==> config.mk <==
export PLATFORM = sky130hd
export DESIGN_NAME = wav_riff_header_parser_top
export DESIGN_NICKNAME = d
export VERILOG_FILES = /design/src/rtl/wavp_pkg.sv /design/src/rtl/wavp_in_reg.sv /design/src/rtl/wavp_parser.sv /design/src/rtl/wavp_out_reg.sv /design/src/rtl/wav_riff_header_parser_top.sv
export SDC_FILE = /design/constraint.sdc
export NUM_CORES = 1
export LEC_CHECK = 0
export ABC_CLOCK_PERIOD_IN_PS = 27300
export BUFFER_PORTS_ARGS = -buffer_cell sky130_fd_sc_hd__buf_2
export CAP_MARGIN = 20
export CORE_ASPECT_RATIO = 0.75
export CORE_MARGIN = 2
export CORE_UTILIZATION = 50
export DETAILED_ROUTE_END_ITERATION = 10
export HOLD_SLACK_MARGIN = 0.08
export PLACE_DENSITY = 0.68
export REMOVE_ABC_BUFFERS = 1
export SYNTH_ARGS = -nofsm -noshare
export SYNTH_HDL_FRONTEND = slang
export SYNTH_SLANG_ARGS = --single-unit
==> constraint.sdc <==
create_clock -name clk -period 27.3 [get_ports clk]
set_clock_uncertainty 0.2 [all_clocks]
set_input_delay 5.46 -clock clk [delete_from_list [all_inputs] [get_ports clk]]
set_output_delay 5.46 -clock clk [all_outputs]
set_load 0.005 [all_outputs]
==> src/rtl/wavp_pkg.sv <==
// shared types and constants of the riff/wave header parser
package wavp_pkg;

	localparam logic [31:0] TAG_RIFF = 32'h4646_4952;
	localparam logic [31:0] TAG_WAVE = 32'h4556_4157;
	localparam logic [31:0] TAG_FMT  = 32'h2074_6D66;
	localparam logic [31:0] TAG_DATA = 32'h6174_6164;
	localparam logic [31:0] FMT_MIN  = 32'd16;

	typedef enum logic [1:0] {
		ERR_NONE      = 2'd0,
		ERR_NOT_WAVE  = 2'd1,
		ERR_FMT_SHORT = 2'd2,
		ERR_EARLY_END = 2'd3
	} err_t;

	typedef struct packed {
		logic [7:0] data_byte;
		logic       stream_end;
	} in_item_t;

	typedef struct packed {
		logic        header_ok;
		err_t        error_code;
		logic [15:0] audio_format;
		logic [15:0] channel_count;
		logic [31:0] sample_rate;
		logic [15:0] bits_per_sample;
		logic [31:0] data_offset;
		logic [31:0] data_size;
	} result_t;

endpackage

==> src/rtl/wavp_in_reg.sv <==
// input register stage of the header parser
module wavp_in_reg (
	input  logic               clk,
	input  logic               arst_n,
	input  logic               in_valid,
	output logic               in_stall,
	input  wavp_pkg::in_item_t in_item,
	input  logic               advance,
	output logic               valid_s1,
	output wavp_pkg::in_item_t item_s1
);
	import wavp_pkg::*;

	// holding register frees up whenever the parser takes its word
	assign in_stall = valid_s1 && !advance;

	always_ff @(posedge clk or negedge arst_n) begin
		if (!arst_n) begin
			valid_s1 <= 1'b0;
		end else if (!in_stall) begin
			valid_s1 <= in_valid;
		end
	end

	always_ff @(posedge clk) begin
		if (in_valid && !in_stall) begin
			item_s1 <= in_item;
		end
	end

endmodule

==> src/rtl/wavp_parser.sv <==
// parser state and per-byte next-state logic
module wavp_parser (
	input  logic               clk,
	input  logic               arst_n,
	input  logic               consume,
	input  wavp_pkg::in_item_t item,
	output logic               emit,
	output wavp_pkg::result_t  result
);
	import wavp_pkg::*;

	typedef enum logic [2:0] {
		PH_HEADER = 3'd0,
		PH_CHUNK  = 3'd1,
		PH_FMT    = 3'd2,
		PH_SKIP   = 3'd3,
		PH_DONE   = 3'd4
	} phase_t;

	phase_t      phase_q, phase_d;
	logic [4:0]  fbc_q, fbc_d;
	logic [31:0] skip_q, skip_d;
	logic [31:0] pos_q, pos_d;
	logic [31:0] tag_q, tag_d;
	logic [31:0] len_q, len_d;
	logic [15:0] fmt_q, fmt_d;
	logic [15:0] ch_q, ch_d;
	logic [31:0] rate_q, rate_d;
	logic [15:0] bits_q, bits_d;
	logic        fmt_seen_q, fmt_seen_d;
	logic        pad_q, pad_d;
	// staging for a fmt body in flight
	logic [15:0] st_fmt_q, st_fmt_d;
	logic [15:0] st_ch_q, st_ch_d;
	logic [31:0] st_rate_q, st_rate_d;
	logic [15:0] st_bits_q, st_bits_d;
	logic [31:0] tag_shift, len_shift;

	assign tag_shift = {item.data_byte, tag_q[31:8]};
	assign len_shift = {item.data_byte, len_q[31:8]};

	always_comb begin
		phase_d    = phase_q;
		fbc_d      = fbc_q;
		skip_d     = skip_q;
		pos_d      = pos_q;
		tag_d      = tag_q;
		len_d      = len_q;
		fmt_d      = fmt_q;
		ch_d       = ch_q;
		rate_d     = rate_q;
		bits_d     = bits_q;
		fmt_seen_d = fmt_seen_q;
		pad_d      = pad_q;
		st_fmt_d   = st_fmt_q;
		st_ch_d    = st_ch_q;
		st_rate_d  = st_rate_q;
		st_bits_d  = st_bits_q;
		emit       = 1'b0;
		result.header_ok       = 1'b0;
		result.error_code      = ERR_NONE;
		result.audio_format    = fmt_q;
		result.channel_count   = ch_q;
		result.sample_rate     = rate_q;
		result.bits_per_sample = bits_q;
		result.data_offset     = '0;
		result.data_size       = '0;
		if (item.stream_end) begin
			if (phase_q == PH_HEADER || phase_q == PH_CHUNK || phase_q == PH_FMT
					|| phase_q == PH_SKIP) begin
				emit              = 1'b1;
				result.error_code = ERR_EARLY_END;
			end
			phase_d    = PH_HEADER;
			fbc_d      = '0;
			skip_d     = '0;
			pos_d      = '0;
			tag_d      = '0;
			len_d      = '0;
			fmt_d      = '0;
			ch_d       = '0;
			rate_d     = '0;
			bits_d     = '0;
			fmt_seen_d = 1'b0;
			pad_d      = 1'b0;
			st_fmt_d   = '0;
			st_ch_d    = '0;
			st_rate_d  = '0;
			st_bits_d  = '0;
		end else begin
			case (phase_q)
				PH_HEADER: begin
					pos_d = pos_q + 32'd1;
					if (fbc_q < 5'd4) begin
						tag_d = tag_shift;
					end else if (fbc_q >= 5'd8) begin
						len_d = len_shift;
					end
					if (fbc_q >= 5'd11) begin
						fbc_d = '0;
						if (tag_d != TAG_RIFF || len_d != TAG_WAVE) begin
							emit              = 1'b1;
							result.error_code = ERR_NOT_WAVE;
							phase_d           = PH_DONE;
						end else begin
							phase_d = PH_CHUNK;
						end
					end else begin
						fbc_d = fbc_q + 5'd1;
					end
				end
				PH_CHUNK: begin
					pos_d = pos_q + 32'd1;
					if (fbc_q < 5'd4) begin
						tag_d = tag_shift;
					end else begin
						len_d = len_shift;
					end
					if (fbc_q < 5'd7) begin
						fbc_d = fbc_q + 5'd1;
					end else begin
						fbc_d = '0;
						if (tag_d == TAG_FMT) begin
							if (len_d < FMT_MIN) begin
								emit              = 1'b1;
								result.error_code = ERR_FMT_SHORT;
								phase_d           = PH_DONE;
							end else begin
								st_fmt_d  = '0;
								st_ch_d   = '0;
								st_rate_d = '0;
								st_bits_d = '0;
								phase_d   = PH_FMT;
							end
						end else if (tag_d == TAG_DATA) begin
							emit               = 1'b1;
							result.header_ok   = fmt_seen_q;
							result.data_offset = pos_d;
							result.data_size   = len_d;
							phase_d            = PH_DONE;
						end else begin
							skip_d  = len_d;
							pad_d   = len_d[0];
							phase_d = (skip_d == '0 && !pad_d) ? PH_CHUNK : PH_SKIP;
						end
					end
				end
				PH_FMT: begin
					pos_d = pos_q + 32'd1;
					// little-endian fields shift in from the top
					if (fbc_q < 5'd2) begin
						st_fmt_d = {item.data_byte, st_fmt_q[15:8]};
					end else if (fbc_q < 5'd4) begin
						st_ch_d = {item.data_byte, st_ch_q[15:8]};
					end else if (fbc_q < 5'd8) begin
						st_rate_d = {item.data_byte, st_rate_q[31:8]};
					end else if (fbc_q >= 5'd14) begin
						st_bits_d = {item.data_byte, st_bits_q[15:8]};
					end
					if (fbc_q < 5'd15) begin
						fbc_d = fbc_q + 5'd1;
					end else begin
						fmt_d      = st_fmt_d;
						ch_d       = st_ch_d;
						rate_d     = st_rate_d;
						bits_d     = st_bits_d;
						fmt_seen_d = 1'b1;
						skip_d     = len_q - FMT_MIN;
						pad_d      = len_q[0];
						fbc_d      = '0;
						phase_d    = (skip_d == '0 && !pad_d) ? PH_CHUNK : PH_SKIP;
					end
				end
				PH_SKIP: begin
					pos_d = pos_q + 32'd1;
					if (skip_q != '0) begin
						skip_d = skip_q - 32'd1;
					end else begin
						pad_d = 1'b0;
					end
					if (skip_d == '0 && !pad_d) begin
						phase_d = PH_CHUNK;
						fbc_d   = '0;
					end
				end
				default: begin
					// finished: bytes are dropped until the stream ends
				end
			endcase
		end
	end

	always_ff @(posedge clk or negedge arst_n) begin
		if (!arst_n) begin
			phase_q    <= PH_HEADER;
			fbc_q      <= '0;
			skip_q     <= '0;
			pos_q      <= '0;
			tag_q      <= '0;
			len_q      <= '0;
			fmt_q      <= '0;
			ch_q       <= '0;
			rate_q     <= '0;
			bits_q     <= '0;
			fmt_seen_q <= 1'b0;
			pad_q      <= 1'b0;
		end else if (consume) begin
			phase_q    <= phase_d;
			fbc_q      <= fbc_d;
			skip_q     <= skip_d;
			pos_q      <= pos_d;
			tag_q      <= tag_d;
			len_q      <= len_d;
			fmt_q      <= fmt_d;
			ch_q       <= ch_d;
			rate_q     <= rate_d;
			bits_q     <= bits_d;
			fmt_seen_q <= fmt_seen_d;
			pad_q      <= pad_d;
		end
	end

	always_ff @(posedge clk) begin
		if (consume) begin
			st_fmt_q  <= st_fmt_d;
			st_ch_q   <= st_ch_d;
			st_rate_q <= st_rate_d;
			st_bits_q <= st_bits_d;
		end
	end

endmodule

==> src/rtl/wavp_out_reg.sv <==
// result register of the header parser
module wavp_out_reg (
	input  logic              clk,
	input  logic              arst_n,
	input  logic              load,
	input  wavp_pkg::result_t result_in,
	input  logic              out_stall,
	output logic              out_valid,
	output wavp_pkg::result_t result_q,
	output logic              advance
);
	import wavp_pkg::*;

	// room for a new result when empty or when the held word leaves now
	assign advance = !out_valid || !out_stall;

	always_ff @(posedge clk or negedge arst_n) begin
		if (!arst_n) begin
			out_valid <= 1'b0;
		end else if (advance) begin
			out_valid <= load;
		end
	end

	always_ff @(posedge clk) begin
		if (load && advance) begin
			result_q <= result_in;
		end
	end

endmodule

==> src/rtl/wav_riff_header_parser_top.sv <==
// top level of the riff/wave header parser
// usage:
//   the input channel moves one word per file byte: data_byte plus stream_end.
//   a word with stream_end set marks the end of the file; it ends the parse
//   and rearms the parser for the next file (its data_byte is ignored).
//   the output channel moves at most one result word per file: either the
//   format fields with data chunk offset and size, or an error code.
//   after a result, further bytes are dropped until stream_end comes in.
// timing:
//   one input word per cycle sustained while no stall holds the flow; each byte takes one pass through the
//   next-state logic between the input register and the result register.
// reset:
//   arst_n clears both valid flags and returns the parser to the riff header
//   state with all captured fields at zero.
// stall:
//   a held result stays on the output; the input register still drains words
//   that make no result, and in_stall rises only when the next byte would make
//   a result while the output register is still occupied.
module wav_riff_header_parser_top (
	input  logic        clk,
	input  logic        arst_n,
	// input channel
	input  logic        in_valid,
	output logic        in_stall,
	input  logic [7:0]  data_byte,
	input  logic        stream_end,
	// output channel
	output logic        out_valid,
	input  logic        out_stall,
	output logic        header_ok,
	output logic [1:0]  error_code,
	output logic [15:0] audio_format,
	output logic [15:0] channel_count,
	output logic [31:0] sample_rate,
	output logic [15:0] bits_per_sample,
	output logic [31:0] data_offset,
	output logic [31:0] data_size
);
	import wavp_pkg::*;

	in_item_t in_item;
	in_item_t item_s1;
	logic     valid_s1;
	logic     out_room;
	logic     emit;
	logic     consume;
	logic     s1_stall;
	result_t  result_d;
	result_t  result_q;

	assign in_item.data_byte  = data_byte;
	assign in_item.stream_end = stream_end;

	// a word leaves the input register unless it makes a result with no room
	assign consume  = valid_s1 && (out_room || !emit);
	assign s1_stall = !consume;

	wavp_in_reg u_in (
		.clk      (clk),
		.arst_n   (arst_n),
		.in_valid (in_valid),
		.in_stall (in_stall),
		.in_item  (in_item),
		.advance  (!s1_stall),
		.valid_s1 (valid_s1),
		.item_s1  (item_s1)
	);

	wavp_parser u_parser (
		.clk     (clk),
		.arst_n  (arst_n),
		.consume (consume),
		.item    (item_s1),
		.emit    (emit),
		.result  (result_d)
	);

	wavp_out_reg u_out (
		.clk       (clk),
		.arst_n    (arst_n),
		.load      (consume && emit),
		.result_in (result_d),
		.out_stall (out_stall),
		.out_valid (out_valid),
		.result_q  (result_q),
		.advance   (out_room)
	);

	assign header_ok       = result_q.header_ok;
	assign error_code      = result_q.error_code;
	assign audio_format    = result_q.audio_format;
	assign channel_count   = result_q.channel_count;
	assign sample_rate     = result_q.sample_rate;
	assign bits_per_sample = result_q.bits_per_sample;
	assign data_offset     = result_q.data_offset;
	assign data_size       = result_q.data_size;

	// error results never carry a data chunk location
	a_err_no_loc: assert property (@(posedge clk) disable iff (!arst_n)
		out_valid && error_code != ERR_NONE |-> !header_ok && data_offset == '0
			&& data_size == '0)
		else $error("error result carries data chunk fields");

	// a bad riff header can only occur before any fmt chunk was captured
	a_not_wave_clean: assert property (@(posedge clk) disable iff (!arst_n)
		out_valid && error_code == ERR_NOT_WAVE |-> audio_format == '0
			&& channel_count == '0 && sample_rate == '0 && bits_per_sample == '0)
		else $error("not-wave result with captured fmt fields");

	// input back-pressure only while the holding register has a word
	a_stall_needs_word: assert property (@(posedge clk) disable iff (!arst_n)
		in_stall |-> valid_s1 && out_valid)
		else $error("input stalled with nothing held");

endmodule

Yosys cells after proc, flatten, opt, wreduce, memory -nomap -nowiden
Index checks and enable logic that the tools add are counted.
{"block": "totals", "out_inout_bits": 149, "elab_cells": 207, "register_bits": 456, "inputBits": 13}
{"block": "classes", "order_cmp": 9, "eq_ne": 16, "bitwise_logic": 2, "addsub": 4, "n_reduce_logical": 42, "n_mux": 106}
{"cell": "32-bit 2-to-1 mux", "count": 33}
{"cell": "16-bit 2-to-1 mux", "count": 19}
{"cell": "32-bit case mux with 2 select lines", "count": 3}
{"cell": "32-bit logical NOT", "count": 3}
{"cell": "16-bit case mux with 2 select lines", "count": 3}
{"cell": "32-bit case mux with 3 select lines", "count": 1}
{"cell": "32-bit by 31-bit inequality test with 1-bit output, second input constant", "count": 2}
{"cell": "32-bit by 1-bit adder with 32-bit output, second input constant", "count": 1}
{"cell": "32-bit by 30-bit equality test with 1-bit output, second input constant", "count": 1}
{"cell": "32-bit by 31-bit equality test with 1-bit output, second input constant", "count": 1}
{"cell": "32-bit by 5-bit < comparator with 1-bit output, second input constant", "count": 1}
{"cell": "32-bit nonzero test", "count": 1}
{"cell": "32-bit by 1-bit subtractor with 32-bit output, second input constant", "count": 1}
{"cell": "32-bit by 5-bit subtractor with 32-bit output, second input constant", "count": 1}
{"cell": "3-bit 2-to-1 mux", "count": 9}
{"cell": "5-bit 2-to-1 mux", "count": 5}
{"cell": "3-bit inequality test, second input constant", "count": 8}
{"cell": "1-bit 2-to-1 mux", "count": 20}
{"cell": "5-bit case mux with 4 select lines", "count": 1}
{"cell": "2-bit 2-to-1 mux", "count": 8}
{"cell": "5-bit by 4-bit greater-or-equal comparator with 1-bit output, second input constant", "count": 3}
{"cell": "3-bit case mux with 4 select lines", "count": 1}
{"cell": "6-bit AND reduction", "count": 2}
{"cell": "5-bit by 3-bit < comparator with 1-bit output, second input constant", "count": 2}
{"cell": "other kinds (23)", "count": 49}

Logic depth before layout (Yosys ltp)
Gate-level depths: netlist of run 1.
{"block": "depth", "ltp_word": 18, "mapped_depth": 14, "ltp_nobuf": 11}

Modules after synthesis
From an unflattened synthesis of run 1, not the netlist that was laid out.
{"block": "unflattened", "cells_unflattened": 2100, "hier_area_um2": 21993.6}
{"mod": "wavp_parser", "n_inst": 1, "cells_per_inst": 1932, "area_per_inst_um2": 17185.2, "seq_area_each_um2": 7857.5}
{"mod": "wavp_out_reg", "n_inst": 1, "cells_per_inst": 151, "area_per_inst_um2": 4461.8, "seq_area_each_um2": 4439.3}
{"mod": "wavp_in_reg", "n_inst": 1, "cells_per_inst": 14, "area_per_inst_um2": 327.8, "seq_area_each_um2": 295.3}
{"mod": "wav_riff_header_parser_top", "n_inst": 1, "cells_per_inst": 3, "area_per_inst_um2": 18.8, "seq_area_each_um2": 0.0}

Worst setup path after synthesis of run 1
OpenSTA, ideal clock, no wires.
{"block": "synth_path", "kind": "input -> register", "startpoint": "input port out_stall", "endpoint": "register u_out.result_q[0] (netlist name)", "setup_ns": 0.656, "t_required_ns": 26.444, "slack_ns": 14.358, "arrival_time_ns": 12.086, "path_buffers": 0, "path_stages": 4, "path_cell_list": "nand2_1 > o21bai_1 > nand2_1 > nor2_1"}
{"block": "synth_between", "elab_chain_cells": 6}
{"element": "start: declaration", "line_no": "wav_riff_header_parser_top.sv:29", "rtl": "input logic out_stall,"}
{"element": "1-bit logical NOT *", "line_no": "wavp_out_reg.sv:15", "rtl": "assign advance = !out_valid || !out_stall;"}
{"element": "1-bit logical OR *", "line_no": "wavp_out_reg.sv:15"}
{"element": "1-bit logical OR", "line_no": "wav_riff_header_parser_top.sv:55", "rtl": "assign consume = valid_s1 && (out_room || !emit);"}
{"element": "1-bit logical AND", "line_no": "wav_riff_header_parser_top.sv:55"}
{"element": "1-bit logical AND", "line_no": "wav_riff_header_parser_top.sv:81", "rtl": ".load (consume && emit),"}
{"element": "1-bit logical AND *", "line_no": "wavp_out_reg.sv:26", "rtl": "if (load && advance) begin"}
Mark *: on every way between the ends. The rest lies on a longest branch, timed or not.
A chain may end at the register's enable or synchronous reset.

Worst setup path in the final report of run 1
{"block": "layout_path", "startpoint": "input port out_stall", "endpoint": "output port in_stall"}
{"block": "layout_between", "elab_chain_cells": 6}
{"element": "1-bit logical NOT", "line_no": "wavp_out_reg.sv:15"}
{"element": "1-bit logical OR", "line_no": "wavp_out_reg.sv:15"}
{"element": "1-bit logical OR", "line_no": "wav_riff_header_parser_top.sv:55"}
{"element": "1-bit logical AND", "line_no": "wav_riff_header_parser_top.sv:55"}
{"element": "1-bit logical NOT", "line_no": "wavp_in_reg.sv:15", "rtl": "assign in_stall = valid_s1 && !advance;"}
{"element": "1-bit logical AND", "line_no": "wavp_in_reg.sv:15"}
{"element": "end: declaration", "line_no": "wav_riff_header_parser_top.sv:24", "rtl": "output logic in_stall,"}
Every way passes these cells.

==> results of run 1 <==
-- power by group through the flow --
| stage | Combinational (mW) | Sequential, mW | Clock, mW |
|---|---|---|---|
| global route | 0.409 | 0.893 | 0.665 |
| CTS | 0.367 | 0.881 | 0.637 |
| detailed placement | 0.364 | 0.894 | 0 |
| global placement | 0.357 | 0.891 | 0 |
| floorplan | 0.250 | 0.875 | 0 |
| finish | 0.371 | 0.885 | 0.626 |
-- metrics by stage --
step                power [mW]  instance area, sq um  instances  worst slack, ns  util [%]
floorplan                1.126                 21070       1851            14.36         -
global placement         1.248                 22900       2619            15.18     53.02
detailed placement       1.258                 22910       2620            15.18     53.04
CTS                      1.885                 24390       2704            15.17     56.47
global route             1.967                 24450       2707            15.09     56.60
finish                   1.882                 24450       2707            15.17     56.60
-- final cells by class --
cell class,count,area (sq um)
fill,3655,18740
sequential,456,12590
multi-input combinational,1375,8463
clock buffer,60,1212
timing repair buffer,194,1109
tap,578,723.2
clock inverter,24,271.5
inverter,20,75.07
-- worst min-delay path by stage --
stage,from,end,slack (ns),depth (start not counted)
after global placement,u_parser.rate_q[26]$_DFFE_PN0P_,u_out.result_q[106]$_DFFE_PP_,0.23,0
after CTS,u_parser.ch_q[4]$_DFFE_PN0P_,u_out.result_q[116]$_DFFE_PP_,0.24,0
after floorplan,u_parser.rate_q[20]$_DFFE_PN0P_,u_out.result_q[100]$_DFFE_PP_,0.22,0
final,u_parser.ch_q[4]$_DFFE_PN0P_,u_out.result_q[116]$_DFFE_PP_,0.24,0
after global routing,u_parser.ch_q[4]$_DFFE_PN0P_,u_out.result_q[116]$_DFFE_PP_,0.25,0
after detailed placement,u_parser.ch_q[11]$_DFFE_PN0P_,u_out.result_q[123]$_DFFE_PP_,0.23,0
-- per-layer routing --
metal | track usage [%] | vias to the layer above
met3 | 5.694 | 84
met1 | 39.59 | 8225
li1 | - | 7607
met2 | 37.13 | 752
met4 | 6.244 | 2
met5 | 0.8715 | -
-- synth_stat cells, drive strengths merged, types with 21 or more instances --
cell type	number
nor2	246
edfxtp	236
nand2	221
dfrtp	220
clkbuf	152
o31ai	115
o21ai	110
mux2i	101
a21oi	80
nor3	43
a22oi	36
a22o	35
nor4	32
xnor2	27
xor2	25
nand2b	23
nand3	23
a31oi	21
-- sequential cells by signal, indices dropped and copies added, names as in the netlist, 32 cells and up --
name	cells
u_out.result_q	147
u_parser.len_q	32
u_parser.pos_q	32
u_parser.rate_q	32
u_parser.skip_q	32
u_parser.st_rate_q	32
u_parser.tag_q	32
-- cell families after synthesis --
kind of cell               Yosys count  synth area share (%)
xor gates and xnor gates            52                 2.090
buffers and inverters              193                 3.680
DFF                                456                 57.78
muxes                              104                 4.811
and+or+nand+nor                    728                 16.13
adders and majority gates            7                0.4019
AOI/OAI and AO/OA                  484                 15.11
-- worst register-to-register path: stages, from the launching register on --
cell      delay (ns)
edfxtp_1        0.67
or4b_2          0.78
nor4_1          0.25
o21ai_0         0.19
nor4bb_1        0.71
a21o_1          0.26
inv_1           0.09
o21bai_1        0.54
nand2_1         0.31
nor2_4          0.26
buf_12          0.25
buf_4           0.72
==> run metrics, run 1 <==
Crit path depth=5; internal power=1.295 mW; Initial Util=about half; area delta synth->final=12.17%; largest area contributor in the netlist=edfxtp_1; clock share of power=between 30% and 40%; Buf/Inv on CP=2; Max Cap Violations=0; Synth async-reset ratio=48.25%; largest net degree at the start of global routing=181; RSZ-0062 raised after global routing=no; Highest Signal Layer=met5; Sinks on Clock Net=roughly 460; Setup Buffers After CTS=0; Die Footprint=45290 sq um; Crit path max-delay family=simple AND/OR/NAND/NOR gates; crit path max-delay cell type=o21bai_1; max_slew headroom=26.06%; share of layout cells above drive strength 1=approximately 15%; Peak supply drop=about 0.046 mV; gpl congestion=between 0.9 and 1; remaining antenna violation count=0; Synth Register Bits=~460; TritonCTS clock tree=built; first-pass GRT wire length=just over 90000 um; Clock Path Buffers=3; Hold Slack=0.2431 ns; WL met2=about 25000 um; Synth Warn #=0; vias in the first global route=between 15000 and 20000; floorplan row count=66; CP cell instances=buf_2 > nand2_1 > o21bai_1 > nor2_1 > buf_2; Max Slew Vio Count=0; die height=184.8 um; Core ar.=approximately 43000 sq um; R2R setup slack=approximately 22 ns; hold_buf cts=0; Clock transition at path regs=0.06 ns; Critical Path End=in_stall; Nets=between 2000 and 2500; commonest register cell after synthesis=edfxtp_1; crit path capture type=output pin; crit-path max FO=8; Comb power frac=between 15 and 20%; WL final=between 50000 and 60000 um; status=complete, no violations; DR vias=approximately 17000; ant diodes=0; FF-to-FF End=u_out.result_q[132]$_DFFE_PP_; GRT Util Overall=approximately a quarter; Synth area leaders=edfxtp_1 (33%), dfrtp_1 (25%), mux2i_1 (4.6%); Crit Path Class=input pin to output pin; Starting DRT DRC Count=between 1500 and 2000; drt wl/cell=21.49 um; setup_tns=0 ns; Synth cell types=between 90 and 100; synthesized netlist cell count=approximately 2000; Leak=about 9.5 nW; Setup Viol. Count Final=0; Seq pwr share=around 47%; DRT Pass-1 Iters=6; via/cell ratio=roughly 6.2; Hold Path Class=flip-flop to flip-flop; metal1 wirelength=about 27000 um; commonest non-fill, non-tap cells in the layout=nor2_1 (243), edfxtp_1 (236), dfrtp_1 (220), nand2_1 (219), buf_2 (160); arrival time worst endpoint=~6.5 ns; sw frac=a little under a third; DIE WIDTH=245.1 um; Root Buffer=clkbuf_16; Tmin final=roughly 12 ns; global route overflow=0; post_cts resized=0; htree depth=2; IO Port Bufs=161; I/O pin count=approximately 160; Final period util=approximately 44%; worst-margin pin slew=about 1.1 ns; Mapped Avg Cell Area=approximately 11 sq um; Pwr per Cell Area=~77 nW/um^2; final hold vios=0; part of the Yosys area used for sequential elements=~58%; initial antenna violation count=1; max incr delay on CP=0.35 ns; number of flops mapped to enable cells by yosys=about 240; Highest Clock Rate=82.45 MHz; number of remaining DRC errors=0; Worst setup startpoint=out_stall; post-synth top area share=between 30% and 40%; worst skew pair latency=0.59 ns; Detailed Place HPWL=roughly 37000 um; R2R depth=11; worst endpoint required time=roughly 22 ns; Met3 Routed Length=around 5200 um; Post-Synthesis Cell Area=approximately 22000 sq um; Critical Path Start Type=input pin; NetSw=around 590 uW; CP dominant cell by count=buf_2; TritonCTS Buffers=between 40 and 50; reg2reg start=u_in.item_s1[5]$_DFFE_PP_; most common cell after layout, fill and taps aside=nor2_1
No activity file was read; power rests on OpenSTA's default activity.
==> run 2: changes to the inputs <==
- ABC_CLOCK_PERIOD_IN_PS: 27300 -> 11150
- PLACE_DENSITY: 0.68 -> 0.71
- clock period: 27.3 -> 11.15 ns (I/O delays scaled with it)
==> run 2 against run 1 <==
  * Cell area up 0.23%
  * Combinational power increased by 150%
  * Critical path depth grew 4
  * Register-to-register slack lost 16 ns
  * Utilization increased by 0.13 points
  * Wire length grew 1.6%
  * Die area stayed put
==> run metrics, run 2 (synthesis gave the netlist of run 1 again) <==
max_slew headroom=21.92%; Hold Path Class=flip-flop to flip-flop; hold path depth=0; Crit path max-delay family=simple AND/OR/NAND/NOR gates; GRT Util Overall=between 20% and 30%; Worst setup startpoint=u_parser.len_q[19]$_DFFE_PN0P_; IO Port Bufs=around 160; arrival time worst endpoint=4.32 ns; global route overflow=0; Placed Area=~23000 sq um; Detailed Place HPWL=between 30000 and 40000 um; Crit path depth=9; Root Buffer=clkbuf_16; ant diodes=0; crit-path max FO=12; Sinks on Clock Net=about 460; number of remaining DRC errors=0; final core occ=a little under three fifths; DIE WIDTH=approximately 250 um; via/cell ratio=6.139; hold_buf cts=0; Peak supply drop=between 0.1 and 0.15 mV; Setup Viol. Count Final=0; vias in the first global route=between 15000 and 20000; post_cts resized=0; area delta synth->final=12.43%; Highest Clock Rate=about 150 MHz; Core ar.=roughly 43000 sq um; initial antenna violation count=0; Crit Path Class=flip-flop to output pin; max FFs per register=147; Initial Util=approximately half; Max Slew Vio Count=0; htree depth=2; CP cell instances=or4b_2 > nor4_1 > o21ai_0 > nor4bb_1 > a21o_1 > inv_1 > o21bai_1 > nor2_1 > buf_2; commonest non-fill, non-tap cells in the layout=nor2_1 (243), edfxtp_1 (236), dfrtp_1 (220), nand2_1 (219), buf_2 (160); share of layout cells above drive strength 1=between 10% and 20%; Tmin final=a little under 7 ns; clock share of power=34.4%; Setup Buffers After CTS=0; Leak=roughly 9.5 nW; Critical Path End=in_stall; sw frac=between 30% and 40%; gpl congestion=slightly above 0.9; Clock Path Buffers=3; final hold vios=0; worst-margin pin slew=roughly 1.2 ns; DRT Pass-1 Iters=5; R2R setup slack=5.38 ns; floorplan row count=66; setup_tns=0 ns; Die Footprint=between 40000 and 50000 sq um; Clock transition at path regs=~0.070 ns; die height=approximately 180 um; worst skew pair latency=slightly below 0.6 ns; crit path max-delay cell type=or4b_2; Max Cap Violations=0; Buf/Inv on CP=2; I/O pin count=about 160; R2R depth=11; DR vias=between 15000 and 20000; reg2reg start=u_parser.len_q[19]$_DFFE_PN0P_; most common cell after layout, fill and taps aside=nor2_1; WL final=59080 um; Pwr per Cell Area=around 190 nW/um^2; Nets=approximately 2100; FF-to-FF End=u_out.result_q[133]$_DFFE_PP_; Comb power frac=~20%; max incr delay on CP=around 0.70 ns; TritonCTS clock tree=built; drt wl/cell=roughly 22 um; NetSw=1.464 mW; Starting DRT DRC Count=roughly 2200; RSZ-0062 raised after global routing=no; remaining antenna violation count=0; crit path capture type=output pin; post-route cell area=between 20000 and 25000 sq um; Hold Slack=between 0.2 and 0.25 ns; Biggest register=u_out.result_q; largest net degree at the start of global routing=approximately 180; first-pass GRT wire length=approximately 92000 um; internal power=about 3.2 mW; Critical Path Start Type=flip-flop; TritonCTS Buffers=46; Final period util=approximately 60%; status=complete, no violations; worst endpoint required time=8.72 ns; Seq pwr share=46.1%
## run 2: power by group through the flow
stage                     Clock, mW  Sequential, mW  Combinational (mW)
after floorplan                   0            2.14               0.613
after global placement            0            2.19               0.887
after detailed placement          0            2.19               0.903
after CTS                      1.65            2.16               0.907
after global routing           1.71            2.19                1.00
final                          1.62            2.17               0.916
## run 2: area by class of cell
cell class	instances	area, sq um
flip-flops and latches	456	12590
inverters	20	75.07
repair buffers	188	1059
fillers	3594	18690
well taps	578	723.2
multi-input cells	1375	8463
clock inverters	30	381.6
clock buffers	56	1209
## run 2: metrics by stage
stage          total power, mW  instances  worst slack, ns
2_1_floorplan            2.756       1851           0.6543
3_3_place_gp             3.073       2615            5.139
3_5_place_dp             3.096       2616            5.091
4_1_cts                  4.717       2702            4.492
5_1_grt                  4.906       2703            4.215
6_report                 4.708       2703            4.403
## run 2: worst min path at each step
stage                                         start                            end
floorplan           u_parser.rate_q[20]$_DFFE_PN0P_  u_out.result_q[100]$_DFFE_PP_
global route           u_parser.ch_q[5]$_DFFE_PN0P_  u_out.result_q[117]$_DFFE_PP_
CTS                 u_parser.rate_q[23]$_DFFE_PN0P_  u_out.result_q[103]$_DFFE_PP_
detailed placement  u_parser.rate_q[23]$_DFFE_PN0P_  u_out.result_q[103]$_DFFE_PP_
global placement    u_parser.rate_q[10]$_DFFE_PN0P_   u_out.result_q[90]$_DFFE_PP_
finish              u_parser.rate_q[21]$_DFFE_PN0P_  u_out.result_q[101]$_DFFE_PP_
## run 2: routing by layer
| metal | up-vias | share of wire, % | wire (um) | GRT usage (%) |
|---|---|---|---|---|
| met4 | 0 | 1.6 | 916 | 5.244 |
| met1 | 8237 | 46 | 27450 | 40.61 |
| li1 | 7583 | - | - | - |
| met5 | - | 0 | 0 | 0 |
| met3 | 79 | 7.7 | 4531 | 3.926 |
| met2 | 696 | 44 | 26180 | 38.19 |
## run 2: worst reg2reg max path, stage by stage (launching register included)
cell	delay, ns
dfrtp_1	0.63
or4b_2	0.71
nor4_1	0.34
o21ai_0	0.17
nor4bb_1	0.65
a21o_1	0.26
inv_1	0.09
o21bai_1	0.58
nand2_1	0.33
nor2_4	0.16
buf_4	0.46
buf_4	0.77
